===== src/hdl/lmbc_pkg.sv =====
// ----------------------------------------------------------------------------
// lmbc_pkg
// Shared types and constants of the axis linear map and Bezier curve block.
// ----------------------------------------------------------------------------
`default_nettype none

package lmbc_pkg;

    localparam int CFG_IDX_W  = 3;
    localparam int CFG_DATA_W = 16;
    localparam int CTRL_W     = 16;
    localparam int CTRL_FRAC  = 15;
    localparam int Q1_W       = 16;
    localparam int VAL_W      = Q1_W + 1;
    localparam int RNG_W      = 16;
    localparam int IN_TDATA_W  = 16;
    localparam int OUT_TDATA_W = 24;

    localparam logic [CFG_IDX_W-1:0] REG_MAP_MIN  = 3'd0;
    localparam logic [CFG_IDX_W-1:0] REG_MAP_MAX  = 3'd1;
    localparam logic [CFG_IDX_W-1:0] REG_REVERSE  = 3'd2;
    localparam logic [CFG_IDX_W-1:0] REG_CURVE    = 3'd3;
    localparam logic [CFG_IDX_W-1:0] REG_CTRL_Y   = 3'd4;

    localparam logic [CFG_DATA_W-1:0] MAP_MIN_RESET = 16'h8001;
    localparam logic [CFG_DATA_W-1:0] MAP_MAX_RESET = 16'h7FFF;
    localparam logic [CTRL_W-1:0]     CTRL_Y_RESET  = 16'h4000;

    typedef enum logic [1:0] {
        TSEL_DIV,
        TSEL_ZERO,
        TSEL_ONE
    } tsel_t;

    typedef struct packed {
        tsel_t                     tsel;
        logic                      out_neg;
        logic [RNG_W-1:0]          rng;
        logic signed [VAL_W-1:0]   v;
    } curve_pay_t;

endpackage

`default_nettype wire


===== src/hdl/lmbc_curve.sv =====
// ----------------------------------------------------------------------------
// lmbc_curve
// Quadratic Bezier response y = 2t(1-t)c + t^2, scaled back by the range,
// saturated and signed; with curve_en low the payload value passes unchanged. Six register stages.
// ----------------------------------------------------------------------------
`default_nettype none

module lmbc_curve
    import lmbc_pkg::*;
#(
    parameter int FRAC_BITS = 16
) (
    input  wire                     aclk,
    input  wire                     aresetn,
    input  wire                     en,
    input  wire                     curve_en,
    input  wire  [CTRL_W-1:0]       ctrl_y,
    input  wire                     in_valid,
    input  wire  [FRAC_BITS-1:0]    in_quo,
    input  wire  curve_pay_t        in_pay,
    output logic                    out_valid,
    output logic signed [VAL_W-1:0] out_value
);

    localparam int T_W   = FRAC_BITS + 1;
    localparam int TU_W  = 2 * FRAC_BITS + 2;
    localparam int HI_W  = TU_W - FRAC_BITS;
    localparam int LO_P  = FRAC_BITS + CTRL_W;
    localparam int HI_P  = HI_W + CTRL_W;
    localparam int YN_W  = 2 * FRAC_BITS + 17;
    localparam int YQ_W  = FRAC_BITS + 2;
    localparam int PM_W  = YQ_W + RNG_W;
    localparam int RES_W = PM_W - FRAC_BITS;
    localparam logic [T_W-1:0] T_ONE = {1'b1, {FRAC_BITS{1'b0}}};

    logic [5:0] valid_reg;

    logic [T_W-1:0]  t_next, u_next;
    logic [T_W-1:0]  k1_t_reg, k1_u_reg;
    logic [TU_W-1:0] k2_tu_reg, k2_t2_reg;
    logic [LO_P-1:0] k3_plo_reg;
    logic [HI_P-1:0] k3_phi_reg;
    logic [TU_W-1:0] k3_t2_reg;
    logic [YN_W-1:0] ynum;
    logic [YQ_W-1:0] k4_yq_reg;
    logic [PM_W-1:0] k5_pmag_reg;
    logic [RES_W-1:0] res;
    logic [RNG_W-1:0] sat;
    logic signed [VAL_W-1:0] value_next;
    logic signed [VAL_W-1:0] value_reg;

    curve_pay_t k1_pay_reg, k2_pay_reg, k3_pay_reg, k4_pay_reg, k5_pay_reg;

    always_comb begin
        unique case (in_pay.tsel)
            TSEL_ONE:  t_next = T_ONE;
            TSEL_ZERO: t_next = '0;
            TSEL_DIV:  t_next = {1'b0, in_quo};
            default:   t_next = '0;
        endcase
        u_next = T_ONE - t_next;
    end

    assign ynum = (YN_W'(k3_phi_reg) << (FRAC_BITS + 1))
                + (YN_W'(k3_plo_reg) << 1)
                + (YN_W'(k3_t2_reg) << CTRL_FRAC);

    always_comb begin
        res = k5_pmag_reg[PM_W-1:FRAC_BITS];
        sat = (|res[RES_W-1:RNG_W]) ? {RNG_W{1'b1}} : res[RNG_W-1:0];
        if (curve_en) begin
            value_next = k5_pay_reg.out_neg ? -$signed({1'b0, sat}) : $signed({1'b0, sat});
        end else begin
            value_next = k5_pay_reg.v;
        end
    end

    always_ff @(posedge aclk) begin
        if (!aresetn) begin
            valid_reg <= '0;
        end else if (en) begin
            valid_reg <= {valid_reg[4:0], in_valid};
        end
    end

    always_ff @(posedge aclk) begin
        if (en) begin
            k1_t_reg    <= t_next;
            k1_u_reg    <= u_next;
            k1_pay_reg  <= in_pay;
            k2_tu_reg   <= k1_t_reg * k1_u_reg;
            k2_t2_reg   <= k1_t_reg * k1_t_reg;
            k2_pay_reg  <= k1_pay_reg;
            k3_plo_reg  <= k2_tu_reg[FRAC_BITS-1:0] * ctrl_y;
            k3_phi_reg  <= k2_tu_reg[TU_W-1:FRAC_BITS] * ctrl_y;
            k3_t2_reg   <= k2_t2_reg;
            k3_pay_reg  <= k2_pay_reg;
            k4_yq_reg   <= ynum[YN_W-1 -: YQ_W];
            k4_pay_reg  <= k3_pay_reg;
            k5_pmag_reg <= k4_yq_reg * k4_pay_reg.rng;
            k5_pay_reg  <= k4_pay_reg;
            value_reg   <= value_next;
        end
    end

    assign out_valid = valid_reg[5];
    assign out_value = value_reg;

endmodule

`default_nettype wire


===== config.mk =====
export PLATFORM = sky130hd
export DESIGN_NAME = lmbc_curve
export DESIGN_NICKNAME = d
export VERILOG_FILES = /design/src/hdl/lmbc_pkg.sv /design/src/hdl/lmbc_curve.sv
export SDC_FILE = /design/constraint.sdc
export NUM_CORES = 2
export LEC_CHECK = 0
export BUFFER_PORTS_ARGS = -buffer_cell sky130_fd_sc_hd__buf_2
export CAP_MARGIN = 15
export CELL_PAD_IN_SITES_DETAIL_PLACEMENT = 0
export CELL_PAD_IN_SITES_GLOBAL_PLACEMENT = 2
export CORE_MARGIN = 5
export CORE_UTILIZATION = 40
export CTS_BUF_LIST = sky130_fd_sc_hd__clkbuf_8
export DETAILED_ROUTE_END_ITERATION = 12
export PLACE_DENSITY = 0.84
export SLEW_MARGIN = 25
export SYNTH_ARGS = -nofsm -noshare
export SYNTH_HDL_FRONTEND = slang
export SYNTH_SLANG_ARGS = --single-unit

===== constraint.sdc =====
create_clock -name aclk -period 7.7 [get_ports aclk]
set_clock_uncertainty 0.2 [all_clocks]
set_input_delay 0.77 -clock aclk [delete_from_list [all_inputs] [get_ports aclk]]
set_output_delay 0.77 -clock aclk [all_outputs]
set_load 0.02 [all_outputs]

==> results.json <==
{
  "grt_pass1_wl_mm": 224,
  "viasPerCell": 4.84,
  "drtIter0Drc": 2116,
  "grt_max_degree": 140,
  "synth-edff-count": 389,
  "required_ns": 7.92,
  "drc": 0,
  "synth_seq_cells": 395,
  "syn_area_mm2": 0.0578,
  "antenna_found_initial": 8,
  "grt_usage_pct": 18.7,
  "use_met3_pct": 2.91,
  "cts-resized-gates": 0,
  "cts_made_buffers": 73,
  "syn_inst": 5711,
  "top_level_ports": 91,
  "wirelength_mm": 137,
  "die_h_um": 390,
  "finalHoldViolations": 0,
  "synth-main-ff-cell": "edfxtp_1",
  "max_freq_ghz": 0.138,
  "slew_violations": 0,
  "dieArea_mm2": 0.152,
  "cts_tree": "built",
  "end_kind": "flip-flop",
  "fin_tns_setup_ns": 0,
  "slew_headroom_pct": 30.1,
  "crit_buf_inv": 3,
  "cts.sinks": 395,
  "synth_cell_types": 68,
  "antenna_left": 0,
  "use_met2_pct": 30.5,
  "synth_seq_area_share_pct": 20.4,
  "mostFrequentLayoutCell": "inv_1",
  "initial_core_util_pct": 40.2,
  "fp.dieW_um": 390,
  "hold_class": "in -> reg",
  "rsz0062_at_grt": "no",
  "post_dp_cell_area_mm2": 0.0611,
  "whs_ns": 0.123,
  "cp_cell_sequence": "buf_4, and2_1, fa_1, fa_1, fa_1, fa_1, fa_1, inv_1, fa_1, inv_1, ha_1, nor3_1, o21ai_0, a211o_1, a21oi_1, nor3_1, o21ai_0, a31oi_1, and3_1, a311o_1",
  "worstPathMaxFanout": 19,
  "dpl.hpwl_mm": 112,
  "grtUsageMet1_pct": 26.5,
  "clockRootBuffer": "clkbuf_8",
  "stdcell_area_mm2": 0.0629,
  "path_delay_family": "adder cells",
  "fin_crit_sh_pct": 94.1,
  "path_common_cell": "fa_1",
  "num_rows": 139,
  "tightest_slew_ns": 1.05,
  "status": "finished clean",
  "core_mm2": 0.144,
  "max_stage_delay_ns": 1.04,
  "clk_pin_slew_worst_paths_ns": 0.06,
  "criticalPathCategory": "reg -> reg",
  "gp_congestion": 0.854,
  "syn_nets": 7415,
  "portBuffers": 90,
  "cts_max_level": 3,
  "grt_pass1_vias": 41100,
  "startpoint_type": "flip-flop",
  "final_util_pct": 43.8,
  "final_nets": 7569,
  "wl_per_cell_um": 17.5,
  "synth-async-reset-ratio_pct": 0,
  "layout_common_cells": "inv_1 (1324), fa_1 (1066), nand2_1 (743), and2_1 (575), ha_1 (565)",
  "ys_warn_count": 0,
  "finalSetupViolations": 0,
  "drive_gt1_share_pct": 6.47,
  "clk_path_buf_depth": 3,
  "arrival_ns": 7.46,
  "via_count": 37900,
  "slowest_stage": "edfxtp_1",
  "busiest_layer": "met2",
  "cap_violations": 0,
  "postCtsHoldBufs": 34,
  "synth_area_per_cell_um2": 10.1,
  "postCtsSetupBuffers": 0,
  "clk_latency_ns": 0.75,
  "firstDrtPassIters": 5,
  "overflow": 0,
  "areaGrowthSynthToFinish_pct": 8.83,
  "period_needed_ns": 7.25
}
[final timing paths]
check | start | to | slack [ns] | cells after the start
max | k1_t_reg[1] | k2_tu_reg[32] | 0.45 | 20
min | in_valid | valid_reg[0] | 0.12 | 3
max reg2reg | k1_t_reg[1] | k2_tu_reg[32] | 0.45 | 20
min reg2reg | k2_t2_reg[8] | k3_t2_reg[8] | 0.18 | 0
[worst reg2reg max path: cells and delay by family, from the launching register on]
| kind | cells | cell delay, ns |
|---|---|---|
| adders and majority gates | 7 | 3.08 |
| AOI/OAI and AO/OA | 6 | 1.57 |
| DFF | 1 | 1.04 |
| and+or+nand+nor | 4 | 0.71 |
| buffers and inverters | 3 | 0.37 |
[per-layer routing]
metal / vias to the layer above / wire length, um / share of wire [%]
li1: 17700 / - / -
met1: 19300 / 64000 / 47
met2: 731 / 63900 / 47
met4: 0 / 2890 / 2.1
met5: - / 0 / 0
met3: 148 / 6440 / 4.7
[synthesized netlist by cell type (5+ instances only)]
cell         n  area (um2)
o21bai_1    14         105
o221ai_1     5        43.8
nor4_1       5        31.3
a21o_1      55         413
and3_1      20         125
ha_1       565        7070
o211ai_1     9        67.6
xnor2_1    114         998
nand2_1    743        2790
mux2_2       6        67.6
nor2_1     115         432
xor2_1      44         385
a31oi_1     14        87.6
inv_1     1313        4930
clkbuf_1   205         769
nand4_1     14        87.6
o21a_1      26         195
or2_2       13        81.3
o31ai_1      8        60.1
nand2b_1    11        68.8
nor2b_1     28         175
fa_1      1066       21300
dfxtp_1      6         120
a211oi_1    15         113
o21ai_0     68         340
nor3_1      32         160
and2_1     575        3600
mux2i_1      6        60.1
o31a_1       5        43.8
a211o_1      5        43.8
or3_1       11        68.8
a21oi_1    120         601
edfxtp_1   389       11700
nand3_1     25         125
[through the flow]
step                setup WS (ns)  cells
finish                      0.455   7823
global route               0.0473   7821
CTS                         0.432   7820
detailed placement         0.0938   7659
global placement            0.136   7659
floorplan                   0.702   5711
[final cells by class]
cell class	count	area, um2
fill	13900	80800
multi-input combinational	3795	40300
sequential	395	11800
inverter	1313	4930
tap	1903	2380
timing repair buffer	287	2070
clock buffer	73	1000
clock inverter	54	427
antenna	3	7.51
[kinds of logic after synthesis]
family	Yosys count	synth area share [%]
buf+inv	1521	9.89
compound gates	385	4.27
xor+xnor	158	2.39
simple gates	1608	13.6
mux	13	0.247
flops	395	20.4
fa+ha+maj	1631	49.2
Power is not shown: default switching activity piles up to over one toggle a cycle in this logic, so the estimate is an artifact.
