--- src/hdl/lmbc_div_cell.sv ---
// ----------------------------------------------------------------------------
// lmbc_div_cell
// One restoring division step: produces one quotient bit and hands the
// partial remainder, the shifted dividend and the payload to the next cell.
// ----------------------------------------------------------------------------
`default_nettype none

module lmbc_div_cell #(
    parameter int REM_W = 16,
    parameter int Q_W   = 16,
    parameter int PAY_W = 1
) (
    input  wire              aclk,
    input  wire              aresetn,
    input  wire              en,
    input  wire              in_valid,
    input  wire  [REM_W-1:0] in_rem,
    input  wire  [Q_W-1:0]   in_dq,
    input  wire  [REM_W-1:0] in_div,
    input  wire  [PAY_W-1:0] in_pay,
    output logic             out_valid,
    output logic [REM_W-1:0] out_rem,
    output logic [Q_W-1:0]   out_dq,
    output logic [REM_W-1:0] out_div,
    output logic [PAY_W-1:0] out_pay
);

    logic             valid_reg;
    logic [REM_W-1:0] rem_reg;
    logic [Q_W-1:0]   dq_reg;
    logic [REM_W-1:0] div_reg;
    logic [PAY_W-1:0] pay_reg;

    logic [REM_W:0]   cat;
    logic [REM_W+1:0] trial;
    logic             take;
    logic [REM_W-1:0] rem_next;
    logic [Q_W-1:0]   dq_next;

    always_comb begin
        cat      = {in_rem, in_dq[Q_W-1]};
        trial    = {1'b0, cat} - {2'b00, in_div};
        take     = ~trial[REM_W+1];
        rem_next = take ? trial[REM_W-1:0] : cat[REM_W-1:0];
        dq_next  = {in_dq[Q_W-2:0], take};
    end

    always_ff @(posedge aclk) begin
        if (!aresetn) begin
            valid_reg <= 1'b0;
        end else if (en) begin
            valid_reg <= in_valid;
        end
    end

    always_ff @(posedge aclk) begin
        if (en) begin
            rem_reg <= rem_next;
            dq_reg  <= dq_next;
            div_reg <= in_div;
            pay_reg <= in_pay;
        end
    end

    assign out_valid = valid_reg;
    assign out_rem   = rem_reg;
    assign out_dq    = dq_reg;
    assign out_div   = div_reg;
    assign out_pay   = pay_reg;

endmodule

`default_nettype wire

--- src/hdl/lmbc_div_row.sv ---
// ----------------------------------------------------------------------------
// lmbc_div_row
// A row of division cells, one quotient bit per cell, one word per cycle while en is high.
// ----------------------------------------------------------------------------
`default_nettype none

module lmbc_div_row #(
    parameter int REM_W = 16,
    parameter int Q_W   = 16,
    parameter int PAY_W = 1
) (
    input  wire              aclk,
    input  wire              aresetn,
    input  wire              en,
    input  wire              in_valid,
    input  wire  [REM_W-1:0] in_rem,
    input  wire  [Q_W-1:0]   in_dq,
    input  wire  [REM_W-1:0] in_div,
    input  wire  [PAY_W-1:0] in_pay,
    output logic             out_valid,
    output logic [Q_W-1:0]   out_quo,
    output logic [PAY_W-1:0] out_pay
);

    logic             valid_w [0:Q_W];
    logic [REM_W-1:0] rem_w   [0:Q_W];
    logic [Q_W-1:0]   dq_w    [0:Q_W];
    logic [REM_W-1:0] div_w   [0:Q_W];
    logic [PAY_W-1:0] pay_w   [0:Q_W];

    assign valid_w[0] = in_valid;
    assign rem_w[0]   = in_rem;
    assign dq_w[0]    = in_dq;
    assign div_w[0]   = in_div;
    assign pay_w[0]   = in_pay;

    for (genvar i = 0; i < Q_W; i++) begin : g_cell
        lmbc_div_cell #(
            .REM_W (REM_W),
            .Q_W   (Q_W),
            .PAY_W (PAY_W)
        ) u_cell (
            .aclk      (aclk),
            .aresetn   (aresetn),
            .en        (en),
            .in_valid  (valid_w[i]),
            .in_rem    (rem_w[i]),
            .in_dq     (dq_w[i]),
            .in_div    (div_w[i]),
            .in_pay    (pay_w[i]),
            .out_valid (valid_w[i+1]),
            .out_rem   (rem_w[i+1]),
            .out_dq    (dq_w[i+1]),
            .out_div   (div_w[i+1]),
            .out_pay   (pay_w[i+1])
        );
    end

    assign out_valid = valid_w[Q_W];
    assign out_quo   = dq_w[Q_W];
    assign out_pay   = pay_w[Q_W];

endmodule

`default_nettype wire

--- config.mk ---
export PLATFORM = sky130hd
export DESIGN_NAME = lmbc_div_row
export DESIGN_NICKNAME = d
export VERILOG_FILES = /design/src/hdl/lmbc_div_cell.sv /design/src/hdl/lmbc_div_row.sv
export SDC_FILE = /design/constraint.sdc
export NUM_CORES = 1
export LEC_CHECK = 0
export BUFFER_PORTS_ARGS = -buffer_cell sky130_fd_sc_hd__buf_2
export CAP_MARGIN = 15
export CORE_MARGIN = 10
export CORE_UTILIZATION = 40
export CTS_BUF_LIST = sky130_fd_sc_hd__clkbuf_8
export DETAILED_ROUTE_END_ITERATION = 7
export GPL_ROUTABILITY_DRIVEN = 0
export PLACE_DENSITY_LB_ADDON = 0.1
export SLEW_MARGIN = 20
export SYNTH_ARGS = -nofsm -noshare
export SYNTH_HDL_FRONTEND = slang
export SYNTH_SLANG_ARGS = --single-unit
export TNS_END_PERCENT = 20
--- constraint.sdc ---
create_clock -name aclk -period 8.95 [get_ports aclk]
set_input_delay 1.3425 -clock aclk [delete_from_list [all_inputs] [get_ports aclk]]
set_output_delay 1.3425 -clock aclk [all_outputs]
set_load 0.03 [all_outputs]
==> impl_metrics.csv, run 1 <==
group,metric,value,unit
outcome,status,"finished, final reports clean",
worst_setup_path,reg2regPathDepth,9,
grt,antenna_found_initial,1,
clock_tree,clockBufferDepth,3,
worst_setup_path,r2r_end,"g_cell[3].u_cell.out_rem[5]",
worst_setup_path,path_max_fanout,15,
power_and_ir_drop,pwr_density_cell,321.2,nW/µm²
power_and_ir_drop,p_switching,4.767,mW
clock_tree,root_buffer,"clkbuf_8",
timing,period_needed,3.481,ns
clock_tree,cts.clk_slew.worst_paths,0.06,ns
logic_synthesis,synthTopCellsByCount,"edfxtp_1 (752), inv_1 (329), ha_1 (255)",
hold_path,min_from,"g_cell[2].u_cell.out_dq[0]",
power_and_ir_drop,p_clk_share,22.0,%
job,drv_cap,0,
logic_synthesis,ys_types,82,
timing,fin_ws,5.469,ns
power_and_ir_drop,p_int,8.875,mW
clock_tree,h-tree-depth,4,
timing,final_max_slew_viol_count,0,
drt,drtIter0Drc,1405,
logic_synthesis,ys_warn_count,0,
grt,grt_pass1_wl,119200,µm
final_layout,nets,3452,
final_layout,area_growth,11.35,%
drt,wl_per_cell,16.22,µm
floorplan,core,94870,µm²
power_and_ir_drop,comb_power_share,38.1,%
timing,skew,0.03808,ns
timing,setup_viol,0,
floorplan,initial_core_util,40.21,%
timing,fmaxAchievable,0.2873,GHz
timing,fin_worst_hold_slack,0.3946,ns
clock_tree,cts-hold-fix-buffers,0,
timing,finalCritPeriodShare,38.89,%
worst_setup_path,crit_required,9.50,ns
final_layout,final_core_util,44.77,%
drt,num_vias,22920,
logic_synthesis,synth_top_area_share,59.20,%
grt,grt_max_degree,199,
grt,grt_pass1_vias,23260,
worst_setup_path,cp-end-kind,"register",
drt,drcViolationCount,0,
logic_synthesis,avgSynthCellArea,12.90,µm²
placed_design,dp_slack,4.846,ns
logic_synthesis,synth-edff-count,752,
final_layout,finalNonFillerCells,4494,
worst_setup_path,reg2reg_from,"g_cell[2].u_cell.out_div[1]",
power_and_ir_drop,finalPower,13.64,mW
power_and_ir_drop,p_leak,16.88,nW
placed_design,io_buffers,70,
placed_design,placed_area,39960,µm²
placed_design,dp_hpwl,50990,µm
logic_synthesis,synth-seq-area-share,60.04,%
grt,grt_usage,13.50,%
drt,ant_nets,0,
floorplan,fp.dieH,328.8,µm
floorplan,die_w,328.8,µm
logic_synthesis,yosysMostFrequentCell,"edfxtp_1",
logic_synthesis,ys_top_cells_by_area,"edfxtp_1 (59%), ha_1 (8.4%), inv_1 (3.2%), o21ai_0 (2.5%), xnor2_1 (2.3%)",
logic_synthesis,synth_seq_cells,768,
worst_setup_path,crit_type,"reg2reg",
logic_synthesis,synthFlopType,"edfxtp_1",
timing,rsz0062_at_grt,"no",
floorplan,dieArea,108100,µm²
logic_synthesis,synthCells,2958,
clock_tree,clock_sinks,768,
floorplan,io-pin-count,71,
drt,drt-vias-per-instance,5.101,
drt,dr.pass1.iters,5,
power_and_ir_drop,p_seq_share,39.9,%
clock_tree,cts_buffers,138,
final_layout,drive_gt1_share,11.25,%
grt,grt_overflow,0,
timing,worst_pin_slew,1.098,ns
power_and_ir_drop,peakVddDrop,142.7,µV
power_and_ir_drop,switching_share,34.94,%
hold_path,holdPathEnd,"g_cell[3].u_cell.out_dq[1]",
clock_tree,ctsResizeCount,0,
logic_synthesis,async_reset_ff_share,0,%
clock_tree,cts_tree,"yes",
timing,hold_viol,0,
logic_synthesis,syn_area,38150,µm²
clock_tree,cts_setup_buffers,0,
worst_setup_path,worst_setup_path_start_kind,"register",
worst_setup_path,r2r_setup_slack,5.47,ns
logic_synthesis,synth_nets,3281,
clock_tree,clk_latency,0.82,ns
drt,routed_wl,72900,µm
hold_path,holdPathStages,0,
final_layout,design_area,42470,µm²
hold_path,worstHoldPathType,"reg2reg",
placed_design,dp.cells,4253,
floorplan,rows,113,
timing,tns,0,ns
logic_synthesis,yosysTopAreaCell,"edfxtp_1",
worst_setup_path,crit_arrival,4.03,ns
timing,worst_slew_margin_rel,26.79,%
-- registers in the layout (all words and copies together) (netlist names) --
name and flops:
g_cell.u_cell.out_rem 240, g_cell.u_cell.out_div 240, g_cell.u_cell.out_valid 16, g_cell.u_cell.out_pay 16, g_cell.u_cell.out_dq 256
-- worst max-delay path by stage --
stage,startpoint,slack [ns],end,cells past startpoint
after floorplan,in_div[14],5.27,g_cell[0].u_cell.out_rem[10],10
after global placement,in_dq[15],4.86,g_cell[0].u_cell.out_rem[14],12
after detailed placement,in_div[1],4.85,g_cell[0].u_cell.out_rem[15],11
after CTS,g_cell[10].u_cell.out_div[6],5.44,g_cell[11].u_cell.out_rem[2],9
after global routing,g_cell[2].u_cell.out_div[1],5.19,g_cell[3].u_cell.out_rem[7],9
final,g_cell[2].u_cell.out_div[1],5.47,g_cell[3].u_cell.out_rem[5],9
-- kinds of logic (layout without fill, tap and decap cells) --
| group | after synthesis | after routing | share of synthesized area (%) |
|---|---|---|---|
| multiplexers | 126 | 126 | 3.690 |
| other | 0 | 1 | 0 |
| XOR/XNOR | 158 | 158 | 3.628 |
| AO/OA/AOI/OAI | 723 | 723 | 12.84 |
| adder cells (fa/ha/maj) | 270 | 270 | 9.151 |
| flip-flops | 768 | 768 | 60.04 |
| AND/OR/NAND/NOR | 529 | 529 | 6.619 |
| buffers and inverters | 384 | 654 | 4.034 |
-- cell usage in the layout (no fill, tap or decap), types with 48 or more instances in the layout --
| cell type | synthesis | layout |
|---|---|---|
| xor2_1 | 58 | 58 |
| nand2_1 | 174 | 174 |
| a21o_1 | 86 | 86 |
| inv_1 | 329 | 370 |
| clkbuf_8 | 0 | 138 |
| mux2_2 | 74 | 74 |
| edfxtp_1 | 752 | 752 |
| xnor2_1 | 100 | 100 |
| o21ai_0 | 187 | 187 |
| ha_1 | 255 | 255 |
| nor2b_1 | 48 | 48 |
| a21oi_1 | 162 | 162 |
| nor2_1 | 136 | 136 |
| buf_2 | 15 | 69 |
-- area by class of cell --
type | instances | area [µm²]
antenna | 1 | 2.502
clock buffer | 138 | 1899
clock inverter | 101 | 604.3
fill | 8531 | 52400
inverter | 330 | 1239
multi-input combinational | 1806 | 13720
sequential | 768 | 22900
tap | 1265 | 1583
timing repair buffer | 85 | 526.8
-- layer usage --
| layer | global-route usage (%) | wire (µm) |
|---|---|---|
| met1 | 16.59 | 32120 |
| met4 | 5.924 | 2405 |
| met2 | 22.63 | 35580 |
| met5 | 0 | 0 |
| met3 | 2.932 | 2797 |
-- power by group through the flow --
stage	sequential, mW	combinational [mW]	clock [mW]
floorplan	5.31	4.11	0
global placement	5.52	5.04	0
detailed placement	5.53	5.16	0
CTS	5.46	5.20	3.15
global route	5.52	5.85	3.34
finish	5.44	5.19	3.01
-- critical path, stage by stage (launching register included) --
cell	delay (ns)
edfxtp_1	0.38
inv_1	0.11
ha_1	0.23
nor2b_1	0.14
o31a_1	0.27
nor3_1	0.37
o31a_1	0.33
o21ai_2	0.13
a41oi_2	0.84
mux2_2	0.42
No activity file was read; power rests on OpenSTA's default activity.
==> run 2, diff against run 1 <==
--- a/config.mk
+++ b/config.mk
@@ -5,6 +5,7 @@
 export SDC_FILE = /design/constraint.sdc
 export NUM_CORES = 1
 export LEC_CHECK = 0
+export ABC_AREA = 1
 export BUFFER_PORTS_ARGS = -buffer_cell sky130_fd_sc_hd__buf_2
 export CAP_MARGIN = 15
 export CORE_MARGIN = 10
==> constraint.sdc (replaced) <==
create_clock -name aclk -period 3.4 [get_ports aclk]
set_input_delay 0.51 -clock aclk [delete_from_list [all_inputs] [get_ports aclk]]
set_output_delay 0.51 -clock aclk [all_outputs]
set_load 0.03 [all_outputs]
==> impl_metrics.csv, run 2 <==
group,metric,value,unit
power_and_ir_drop,peakVddDrop,273.2,µV
worst_setup_path,r2r_end,"g_cell[10].u_cell.out_rem[15]",
hold_path,holdPathEnd,"g_cell[0].u_cell.out_rem[13]",
clock_tree,clock_sinks,768,
worst_setup_path,reg2reg_from,"g_cell[9].u_cell.out_div[4]",
logic_synthesis,ys_top_cells_by_area,"edfxtp_1 (53%), nand2_1 (13%), ha_1 (7.4%), inv_1 (6.8%), nand3_1 (4.8%)",
outcome,status,"finished, final reports clean",
floorplan,initial_core_util,40.19,%
final_layout,nets,5235,
worst_setup_path,r2r_setup_slack,1.10,ns
placed_design,io_buffers,70,
placed_design,dp_hpwl,75770,µm
logic_synthesis,synth_top_area_share,52.63,%
logic_synthesis,ys_types,33,
drt,ant_nets,0,
timing,worst_slew_margin_rel,50.99,%
floorplan,dieArea,120800,µm²
worst_setup_path,path_max_fanout,18,
power_and_ir_drop,pwr_density_cell,815.2,nW/µm²
logic_synthesis,ys_warn_count,0,
final_layout,area_growth,12.13,%
logic_synthesis,synth-edff-count,752,
floorplan,rows,120,
grt,grt_pass1_vias,30230,
floorplan,core,106800,µm²
grt,grt_usage,16.51,%
timing,fmaxAchievable,0.4350,GHz
floorplan,fp.dieH,347.5,µm
logic_synthesis,async_reset_ff_share,0,%
drt,drtIter0Drc,1596,
drt,drt-met1-wl,44380,µm
logic_synthesis,synthCells,4679,
drt,wl_met3,3948,µm
hold_path,worstHoldPathType,"in2reg",
power_and_ir_drop,p_leak,23.02,nW
timing,finalCritPeriodShare,67.62,%
worst_setup_path,crit_type,"reg2reg",
logic_synthesis,avgSynthCellArea,9.169,µm²
timing,setup_viol,0,
worst_setup_path,reg2regPathDepth,12,
drt,routed_wl,100000,µm
final_layout,largest_reg_flops,256,
drt,wl_per_cell,15.58,µm
worst_setup_path,worst_setup_path_start_kind,"register",
logic_synthesis,synthFlopType,"edfxtp_1",
grt,grt_pass1_wl,160900,µm
clock_tree,cts_setup_buffers,0,
drt,drcViolationCount,0,
grt,grt_overflow,0,
timing,skew,0.03298,ns
worst_setup_path,crit_arrival,2.80,ns
logic_synthesis,yosysTopAreaCell,"edfxtp_1",
timing,final_max_slew_viol_count,0,
worst_setup_path,cp-end-kind,"register",
logic_synthesis,syn_area,42900,µm²
timing,worst_pin_slew,0.7352,ns
drt,routed-wl-met2,49490,µm
floorplan,die_w,347.5,µm
drt,num_vias,30380,
clock_tree,root_buffer,"clkbuf_8",
clock_tree,cts_tree,"yes",
clock_tree,clk_latency,0.79,ns
clock_tree,h-tree-depth,4,
timing,hold_viol,0,
final_layout,final_common_cell,"nand2_1",
job,drv_cap,0,
hold_path,holdPathStages,3,
clock_tree,cts.clk_slew.worst_paths,0.06,ns
timing,tns,0,ns
final_layout,drive_gt1_share,10.16,%
final_layout,finalNonFillerCells,6423,
timing,rsz0062_at_grt,"no",
timing,period_needed,2.299,ns
grt,antenna_found_initial,1,
clock_tree,cts_buffers,141,
floorplan,io-pin-count,71,
logic_synthesis,yosysMostFrequentCell,"nand2_1",
placed_design,dp.cells,6123,
hold_path,min_from,"in_rem[12]",
logic_synthesis,synth_nets,5002,
drt,dr.pass1.iters,5,
logic_synthesis,synth-seq-area-share,53.38,%
logic_synthesis,synth_seq_cells,768,
final_layout,final_cell_mix,"nand2_1 (1491), inv_1 (814), edfxtp_1 (752)",
logic_synthesis,synthTopCellsByCount,"nand2_1 (1491), inv_1 (781), edfxtp_1 (752)",
worst_setup_path,crit_required,3.91,ns
grt,grt_max_degree,80,
clock_tree,clockBufferDepth,3,
drt,highest_layer,"met4",
drt,drt-vias-per-instance,4.730,
-- run 2: report_power, final --
part	leakage [nW]	internal, mW	switching (mW)
logic	14.0	5.76	10.5
registers	7.49	13.2	1.29
clock network	1.51	4.60	3.91
total	23.0	23.6	15.7
-- run 2: what timing repair did --
action / 4_1_cts / 5_1_grt
hold buffers: 49 / 0
gates resized for setup: 0 / 0
hold endpoints to repair: 62 / 0
-- run 2: cell type report --
type	count	area, µm²
fill	10370	58640
inverter	820	3078
clock buffer	145	1996
multi-input combinational	3027	16410
timing repair buffer	154	1251
antenna	1	2.502
tap	1403	1755
clock inverter	105	709.4
sequential	768	22900
-- run 2: logic make-up (layout without fill, tap and decap cells) --
group / count (synthesis) / in the layout / share of synthesized area, %
simple gates: 2452 / 2452 / 25.66
fa+ha+maj: 270 / 270 / 8.137
flops: 768 / 768 / 53.38
xor+xnor: 90 / 90 / 1.837
other cells: 0 / 1 / 0
buf+inv: 884 / 1224 / 8.358
compound gates: 215 / 215 / 2.628
-- run 2: per-stage QoR --
step / hold WS, ns / worst slack (ns) / util, % / power, mW / area (µm²)
6_report: 0.09938 / 1.101 / 45.07 / 39.22 / 48110
5_1_grt: 0.04158 / 0.9215 / 45.07 / 42.73 / 48110
4_1_cts: 0.002483 / 1.101 / 45.06 / 39.78 / 48110
3_5_place_dp: 0.4045 / 1.061 / 42.07 / 30.90 / 44910
3_3_place_gp: 0.4006 / 1.074 / 42.07 / 30.83 / 44910
2_1_floorplan: 0.4003 / 1.442 / - / 26.70 / 42900
-- run 2: how the worst max path moves through the flow --
stage	startpoint	endpoint	cells after the start
detailed placement	in_div[4]	g_cell[0].u_cell.out_rem[9]	13
finish	g_cell[9].u_cell.out_div[4]	g_cell[10].u_cell.out_rem[15]	12
floorplan	in_dq[15]	g_cell[0].u_cell.out_rem[14]	12
global placement	in_rem[3]	g_cell[0].u_cell.out_rem[9]	12
global route	g_cell[0].u_cell.out_div[0]	g_cell[1].u_cell.out_rem[12]	10
CTS	g_cell[11].u_cell.out_div[14]	g_cell[12].u_cell.out_rem[2]	8
-- run 2: critical path: stages (launching register included) --
cell      delay (ns)
edfxtp_1        0.37
inv_1           0.06
ha_1            0.35
nand2_1         0.09
nand2_1         0.10
inv_1           0.10
nand2_1         0.05
nand2_1         0.09
nand3_2         0.11
nand2_4         0.22
nand2_4         0.23
nand3_1         0.12
nand2_1         0.12
-- run 2: layer usage --
| metal | track usage [%] | vias to the layer above |
|---|---|---|
| met1 | 20.60 | 13960 |
| met4 | 5.130 | 0 |
| met3 | 2.718 | 160 |
| li1 | - | 15730 |
| met2 | 29.00 | 541 |
| met5 | 0 | - |
